### config.mk
export PLATFORM = sky130hd
export DESIGN_NAME = uart_fifo_xon_xoff
export DESIGN_NICKNAME = d
export VERILOG_FILES = /design/src/design/uff_pkg.sv /design/src/design/uff_ram.sv /design/src/design/uff_fifo.sv /design/src/design/uff_ctrl.sv /design/src/design/uart_fifo_xon_xoff.sv
export SDC_FILE = /design/constraint.sdc
export NUM_CORES = 1
export LEC_CHECK = 0
export ABC_AREA = 1
export BUFFER_PORTS_ARGS = -buffer_cell sky130_fd_sc_hd__buf_4
export CORE_MARGIN = 2
export CORE_UTILIZATION = 35
export DETAILED_ROUTE_END_ITERATION = 7
export PLACE_DENSITY = 0.51
export SYNTH_ARGS = -nofsm -noshare
export SYNTH_HDL_FRONTEND = slang
export SYNTH_HIERARCHICAL = 1
export SYNTH_SLANG_ARGS = --single-unit
### constraint.sdc
create_clock -name clock -period 13.75 [get_ports clock]
set_input_delay 2.0625 -clock clock [delete_from_list [all_inputs] [get_ports clock]]
set_output_delay 2.0625 -clock clock [all_outputs]
set_load 0.01 [all_outputs]
### src/design/uff_pkg.sv
package uff_pkg;

   localparam int TX_DEPTH_DEFAULT = 8;
   localparam int RX_DEPTH_DEFAULT = 8;

   localparam logic [7:0] CH_XON  = 8'h11;
   localparam logic [7:0] CH_XOFF = 8'h13;
   localparam logic [7:0] CH_CR   = 8'h0D;
   localparam logic [7:0] CH_LF   = 8'h0A;

   localparam logic [1:0] REQ_WRITE = 2'd0;
   localparam logic [1:0] REQ_READ  = 2'd1;
   localparam logic [1:0] REQ_RECV  = 2'd2;
   localparam logic [1:0] REQ_DONE  = 2'd3;

   typedef struct packed {
      logic       push0;
      logic       push1;
      logic       pop;
      logic [7:0] wdata0;
      logic [7:0] wdata1;
   } fifo_ctrl_type;

   typedef struct packed {
      logic empty;
      logic full;
      logic room_lt2;
      logic next_full;
      logic next_empty;
   } fifo_stat_type;

   typedef struct packed {
      logic       line_tx_valid;
      logic [7:0] line_tx_byte;
      logic       host_rd_valid;
      logic [7:0] host_rd_byte;
      logic       write_accepted;
      logic       tx_full;
      logic       rx_empty;
      logic       tx_stopped;
   } rsp_fields_type;

endpackage

### src/design/uff_ram.sv
module uff_ram #(
   parameter int WIDTH = 8,
   parameter int DEPTH = 4,
   localparam int AW = (DEPTH > 1) ? $clog2(DEPTH) : 1
) (
   input  logic             clock,
   input  logic             we,
   input  logic [AW-1:0]    waddr,
   input  logic [WIDTH-1:0] wdata,
   input  logic [AW-1:0]    raddr,
   output logic [WIDTH-1:0] rdata
);

   logic [WIDTH-1:0] mem_ff [DEPTH];
   logic [WIDTH-1:0] rdata_ff;

   always_ff @(posedge clock) begin
      if (we) begin
         mem_ff[waddr] <= wdata;
      end
      rdata_ff <= mem_ff[raddr];
   end

   assign rdata = rdata_ff;

endmodule

### src/design/uff_fifo.sv
module uff_fifo
   import uff_pkg::*;
#(
   parameter int DEPTH = 8
) (
   input  logic          clock,
   input  logic          reset,
   input  fifo_ctrl_type ctrl,
   output fifo_stat_type stat,
   output logic [7:0]    head
);

   // The ring is split into two banks so that two consecutive positions can be
   // written in the same cycle. Bit 0 of a position selects the bank.
   localparam int BD  = (DEPTH + 1) / 2;
   localparam int BAW = (BD > 1) ? $clog2(BD) : 1;
   localparam int CW  = $clog2(DEPTH + 1);

   logic [BAW:0]  wp_ff, wp_in, rp_ff, rp_in, wp1;
   logic [CW-1:0] count_ff, count_in;
   logic          sel_ff, byp_valid_ff, byp_valid_in;
   logic [7:0]    byp_data_ff, byp_data_in;
   logic          we0, we1, hit0, hit1;
   logic [BAW-1:0] waddr0, waddr1;
   logic [7:0]    wd0, wd1, q0, q1;

   function automatic logic [BAW:0] pos_inc(input logic [BAW:0] p);
      logic [BAW-1:0] a;
      a = p[BAW:1];
      if (!p[0]) begin
         pos_inc = {a, 1'b1};
      end else begin
         pos_inc = {(a == BAW'(BD - 1)) ? '0 : a + 1'b1, 1'b0};
      end
   endfunction

   always_comb begin
      wp1 = pos_inc(wp_ff);
      if (ctrl.push1) begin
         wp_in = pos_inc(wp1);
      end else if (ctrl.push0) begin
         wp_in = wp1;
      end else begin
         wp_in = wp_ff;
      end
      rp_in = ctrl.pop ? pos_inc(rp_ff) : rp_ff;
      count_in = count_ff + CW'(ctrl.push0) + CW'(ctrl.push1) - CW'(ctrl.pop);

      we0 = (ctrl.push0 && !wp_ff[0]) || (ctrl.push1 && !wp1[0]);
      we1 = (ctrl.push0 && wp_ff[0]) || (ctrl.push1 && wp1[0]);
      waddr0 = wp_ff[0] ? wp1[BAW:1] : wp_ff[BAW:1];
      waddr1 = wp_ff[0] ? wp_ff[BAW:1] : wp1[BAW:1];
      wd0 = wp_ff[0] ? ctrl.wdata1 : ctrl.wdata0;
      wd1 = wp_ff[0] ? ctrl.wdata0 : ctrl.wdata1;

      hit0 = ctrl.push0 && (wp_ff == rp_in);
      hit1 = ctrl.push1 && (wp1 == rp_in);
      byp_valid_in = hit0 || hit1;
      byp_data_in = hit0 ? ctrl.wdata0 : ctrl.wdata1;

      stat.empty = (count_ff == '0);
      stat.full = (count_ff == CW'(DEPTH));
      stat.room_lt2 = (count_ff >= CW'(DEPTH - 1));
      stat.next_full = (count_in == CW'(DEPTH));
      stat.next_empty = (count_in == '0);
   end

   always_ff @(posedge clock) begin
      if (reset) begin
         wp_ff <= '0;
         rp_ff <= '0;
         count_ff <= '0;
         byp_valid_ff <= 1'b0;
      end else begin
         wp_ff <= wp_in;
         rp_ff <= rp_in;
         count_ff <= count_in;
         byp_valid_ff <= byp_valid_in;
      end
      sel_ff <= rp_in[0];
      byp_data_ff <= byp_data_in;
   end

   uff_ram #(.WIDTH(8), .DEPTH(BD)) u_bank0 (
      .clock(clock), .we(we0), .waddr(waddr0), .wdata(wd0),
      .raddr(rp_in[BAW:1]), .rdata(q0)
   );

   uff_ram #(.WIDTH(8), .DEPTH(BD)) u_bank1 (
      .clock(clock), .we(we1), .waddr(waddr1), .wdata(wd1),
      .raddr(rp_in[BAW:1]), .rdata(q1)
   );

   assign head = byp_valid_ff ? byp_data_ff : (sel_ff ? q1 : q0);

endmodule

### src/design/uff_ctrl.sv
module uff_ctrl
   import uff_pkg::*;
(
   input  logic           clock,
   input  logic           reset,
   input  logic           go,
   input  logic [1:0]     req_type,
   input  logic [7:0]     data,
   input  fifo_stat_type  tx_stat,
   input  fifo_stat_type  rx_stat,
   input  logic [7:0]     tx_head,
   input  logic [7:0]     rx_head,
   output fifo_ctrl_type  tx_ctrl,
   output fifo_ctrl_type  rx_ctrl,
   output rsp_fields_type res
);

   logic busy_ff, busy_in, stopped_ff, stopped_in;
   logic is_lf, direct, service, send_ok;

   always_comb begin
      tx_ctrl = '0;
      rx_ctrl = '0;
      res = '0;
      busy_in = busy_ff;
      stopped_in = stopped_ff;
      service = 1'b0;
      send_ok = 1'b0;
      is_lf = (data == CH_LF);
      direct = !busy_ff && !stopped_ff;
      tx_ctrl.wdata1 = CH_LF;
      rx_ctrl.wdata0 = data;
      rx_ctrl.wdata1 = data;
      if (go) begin
         unique case (req_type)
            REQ_WRITE: begin
               if (!tx_stat.full && (!is_lf || direct || !tx_stat.room_lt2)) begin
                  res.write_accepted = 1'b1;
                  if (direct) begin
                     res.line_tx_valid = 1'b1;
                     res.line_tx_byte = is_lf ? CH_CR : data;
                     busy_in = 1'b1;
                     tx_ctrl.push0 = is_lf;
                     tx_ctrl.wdata0 = CH_LF;
                  end else begin
                     tx_ctrl.push0 = 1'b1;
                     tx_ctrl.wdata0 = is_lf ? CH_CR : data;
                     tx_ctrl.push1 = is_lf;
                  end
               end
            end
            REQ_READ: begin
               if (!rx_stat.empty) begin
                  res.host_rd_valid = 1'b1;
                  res.host_rd_byte = rx_head;
                  rx_ctrl.pop = 1'b1;
               end
            end
            REQ_RECV: begin
               if (data == CH_XOFF) begin
                  stopped_in = 1'b1;
               end else if (data == CH_XON) begin
                  stopped_in = 1'b0;
                  service = stopped_ff;
                  send_ok = 1'b1;
               end else if (!rx_stat.full) begin
                  rx_ctrl.push0 = 1'b1;
               end
            end
            REQ_DONE: begin
               service = 1'b1;
               send_ok = !stopped_ff;
            end
         endcase
      end
      if (service) begin
         if (!tx_stat.empty) begin
            if (send_ok) begin
               res.line_tx_valid = 1'b1;
               res.line_tx_byte = tx_head;
               tx_ctrl.pop = 1'b1;
               busy_in = 1'b1;
            end
         end else begin
            busy_in = 1'b0;
         end
      end
      res.tx_full = tx_stat.next_full;
      res.rx_empty = rx_stat.next_empty;
      res.tx_stopped = stopped_in;
   end

   always_ff @(posedge clock) begin
      if (reset) begin
         busy_ff <= 1'b0;
         stopped_ff <= 1'b0;
      end else begin
         busy_ff <= busy_in;
         stopped_ff <= stopped_in;
      end
   end

endmodule

### src/design/uart_fifo_xon_xoff.sv
// UART-side transmit and receive FIFO pair with XON/XOFF flow control.
// The request channel (req_) carries one event per beat: a host write, a
// host read, a byte received from the line, or a transmit-done event.
// The response channel (rsp_) returns exactly one beat per request, in
// order, with the byte handed to the line, the byte read by the host, the
// write status and the FIFO and flow flags after the event.
// A request beat lands in an input register; once the response register is
// empty or not stalled, its event is applied to the FIFOs and flow state and
// the result is loaded into the response register, which drives its response beat.
// Throughput is one beat per cycle while the receiver does not stall; the head
// byte of each FIFO is read ahead at the next read position from two-bank RAMs,
// which lets a line feed push both CR and LF in the same cycle.
// When the receiver stalls, the response register holds its beat and the
// input register still takes one more request; after that req_stall rises.
// Synchronous reset empties both FIFOs, clears the transmitter busy and
// XOFF state, and drops any beat in flight. No clearing pass is needed.
module uart_fifo_xon_xoff
   import uff_pkg::*;
#(
   parameter int TX_DEPTH = TX_DEPTH_DEFAULT,
   parameter int RX_DEPTH = RX_DEPTH_DEFAULT
) (
   input  logic       clock,
   input  logic       reset,
   input  logic       req_valid,
   output logic       req_stall,
   input  logic [1:0] req_type,
   input  logic [7:0] req_data,
   output logic       rsp_valid,
   input  logic       rsp_stall,
   output logic       rsp_line_tx_valid,
   output logic [7:0] rsp_line_tx_byte,
   output logic       rsp_host_rd_valid,
   output logic [7:0] rsp_host_rd_byte,
   output logic       rsp_write_accepted,
   output logic       rsp_tx_full,
   output logic       rsp_rx_empty,
   output logic       rsp_tx_stopped
);

   logic           in_valid_ff, in_valid_in, rsp_valid_ff, rsp_valid_in, go;
   logic [1:0]     in_type_ff;
   logic [7:0]     in_data_ff, tx_head, rx_head;
   fifo_ctrl_type  tx_ctrl, rx_ctrl;
   fifo_stat_type  tx_stat, rx_stat;
   rsp_fields_type res, res_ff;

   assign go = in_valid_ff && (!rsp_valid_ff || !rsp_stall);
   assign req_stall = in_valid_ff && !go;

   always_comb begin
      if (req_valid && !req_stall) begin
         in_valid_in = 1'b1;
      end else begin
         in_valid_in = in_valid_ff && !go;
      end
      rsp_valid_in = go || (rsp_valid_ff && rsp_stall);
   end

   always_ff @(posedge clock) begin
      if (reset) begin
         in_valid_ff <= 1'b0;
         rsp_valid_ff <= 1'b0;
      end else begin
         in_valid_ff <= in_valid_in;
         rsp_valid_ff <= rsp_valid_in;
      end
      if (req_valid && !req_stall) begin
         in_type_ff <= req_type;
         in_data_ff <= req_data;
      end
      if (go) begin
         res_ff <= res;
      end
   end

   uff_ctrl u_ctrl (
      .clock(clock), .reset(reset), .go(go),
      .req_type(in_type_ff), .data(in_data_ff),
      .tx_stat(tx_stat), .rx_stat(rx_stat),
      .tx_head(tx_head), .rx_head(rx_head),
      .tx_ctrl(tx_ctrl), .rx_ctrl(rx_ctrl), .res(res)
   );

   uff_fifo #(.DEPTH(TX_DEPTH)) u_tx_fifo (
      .clock(clock), .reset(reset), .ctrl(tx_ctrl), .stat(tx_stat), .head(tx_head)
   );

   uff_fifo #(.DEPTH(RX_DEPTH)) u_rx_fifo (
      .clock(clock), .reset(reset), .ctrl(rx_ctrl), .stat(rx_stat), .head(rx_head)
   );

   assign rsp_valid = rsp_valid_ff;
   assign rsp_line_tx_valid = res_ff.line_tx_valid;
   assign rsp_line_tx_byte = res_ff.line_tx_byte;
   assign rsp_host_rd_valid = res_ff.host_rd_valid;
   assign rsp_host_rd_byte = res_ff.host_rd_byte;
   assign rsp_write_accepted = res_ff.write_accepted;
   assign rsp_tx_full = res_ff.tx_full;
   assign rsp_rx_empty = res_ff.rx_empty;
   assign rsp_tx_stopped = res_ff.tx_stopped;

endmodule

==> run metrics <==
Iteration-0 DRC Markers=362; DRC=0; hold buffers post-CTS=0; Ys Warns=6; core outline area=30700 µm²; vias=approximately 7300; number of vias per cell=4.49; clock root buffer=clkbuf_16; Hold Vio Cnt, Final=0; Pwr Total=1.61 mW; Worst Skew=19.7 ps; setup TNS=0 ps; slew margin rel.=0.152; worst skew pair latency=approximately 540 ps; f_max=184 MHz; area delta synth->final=11.2%; Die H=181 µm; Routed Wire Length=between 20000 and 25000 µm; max-capacitance violation count=0; RSZ-0062 raised after global routing=false; n_diodes=0; H-tree depth=1; RD Place Congestion=0.826; CP required=13900 ps; Hold Path Class=register to register; TritonCTS clock tree=yes; Initial Utilization=0.358; Die W=around 180 µm; IO Count=38; GRT Util Overall=0.150; post-route ant nets=0; grt total ovfl=0; period utilization=0.395; hold depth=2; critical path class=input pin to register; Clock Sinks=roughly 240; CTS buffer count=27; Mapped Area=between 10000 and 15000 µm²; fin util=0.398; cell count after synthesis=1204; number of global-route vias before repair=7160; Avg Cell Area, Syn=9.14 µm²; R2R cell count=12; Final Max Tran Viols=0; post-DR wirelength/cell=around 15 µm; clock slew at reported path FFs=60 ps; Pre-Repair DR Iteration Count=5; FP Rows=64; # setup viols final=0; Die Area=32900 µm²; Arr. time, crit path=5580 ps; Setup Buffers After CTS=0; fin nets=1247; HPWL Detailed=~18000 µm; crit end category=register; layout cell share with drive strength beyond 1=0.126; Port Buffer Count=37; status=completed; type of origin of the critical path=input pin; largest net degree at the start of global routing=36; Multi-input gate area=3270 µm²; Longest Clk Path Bufs=3; Worst-Margin Slew=1260 ps; post_cts resized=0; power per cell area=132 nW/µm²; Register Area=about 6300 µm²; Fillers=slightly above 3000; crit path time final=approximately 5400 ps; Leak=5.36 nW; CP Max Fanout=27; initial antenna violation count=1; maximum ir drop on the vdd rail=0.000100 V; global-route wire length before repair=38400 µm
-- where the power goes --
group	leakage, nW	switching, mW	internal [mW]
combinational	2.86	0.0714	0.0395
sequential	2.09	0.0164	0.786
clock	0.403	0.290	0.407
-- worst paths after layout --
kind,startpoint,endpoint,slack (ps)
setup / recovery,rsp_stall,u_tx_fifo/u_bank1/mem_ff[0][0],8320
hold / removal,in_valid_ff,in_valid_ff,480
setup reg to reg,in_valid_ff,u_tx_fifo/u_bank1/mem_ff[0][0],9600
hold reg to reg,in_valid_ff,in_valid_ff,480
-- final cells by class --
cell class                 count  area share
clock buffer                  32      0.0576
multi-input combinational    657       0.267
clock inverter                17      0.0139
timing repair buffer          41      0.0252
sequential                   236       0.517
inverter                     253      0.0785
tap                          396      0.0405
-- sequential cells by signal, indices dropped and copies added (netlist names), 4 cells and up --
register,flops
u_rx_fifo/u_bank0/mem_ff,32
u_rx_fifo/u_bank1/mem_ff,32
u_tx_fifo/u_bank0/mem_ff,32
u_tx_fifo/u_bank1/mem_ff,32
in_data_ff,8
rsp_host_rd_byte,8
rsp_line_tx_byte,8
u_rx_fifo/byp_data_ff,8
u_rx_fifo/u_bank0/rdata,8
u_rx_fifo/u_bank1/rdata,8
u_tx_fifo/byp_data_ff,8
u_tx_fifo/u_bank0/rdata,8
u_tx_fifo/u_bank1/rdata,8
u_rx_fifo/count_ff,4
u_tx_fifo/count_ff,4
-- cells in the final DEF (no fill, tap or decap), drive strengths merged, types with 18 or more instances in the layout --
| cell type | instances |
|---|---|
| edfxtp | 160 |
| nand2 | 317 |
| dfxtp | 76 |
| nand3 | 102 |
| buf | 41 |
| inv | 251 |
| nor3 | 18 |
| o21ai | 61 |
| nor2 | 61 |
| clkbuf | 32 |
| a21oi | 50 |
-- metal layers --
layer,global-route usage,vias up,share of wire,wire length [µm]
met5,0,-,0.00065,16
met3,0.0272,40,0.044,1080
met4,0.0410,2,0.024,580
li1,-,3789,-,-
met1,0.185,3387,0.43,10600
met2,0.270,113,0.50,12200
-- per-stage QoR --
| step | setup WS [ps] | area [µm²] | hold WS [ps] | cells |
|---|---|---|---|---|
| finish | 8320 | 12200 | 484 | 1632 |
| floorplan | 7660 | 11000 | 456 | 1211 |
| global route | 8010 | 12200 | 515 | 1632 |
| CTS | 8290 | 12200 | 485 | 1632 |
| detailed placement | 7740 | 11400 | 477 | 1583 |
| global placement | 7910 | 11400 | 478 | 1583 |
-- worst max-delay path, stage by stage --
cell,delay [ps]
buf_4,130
a21oi_4,720
nand3_1,170
nor2_1,250
nand2_2,120
inv_2,90
o21ai_2,100
nor2_1,490
nand2_1,170
o21ai_0,200
inv_1,180
nor3_1,870
(Power assumes the default switching activity.)
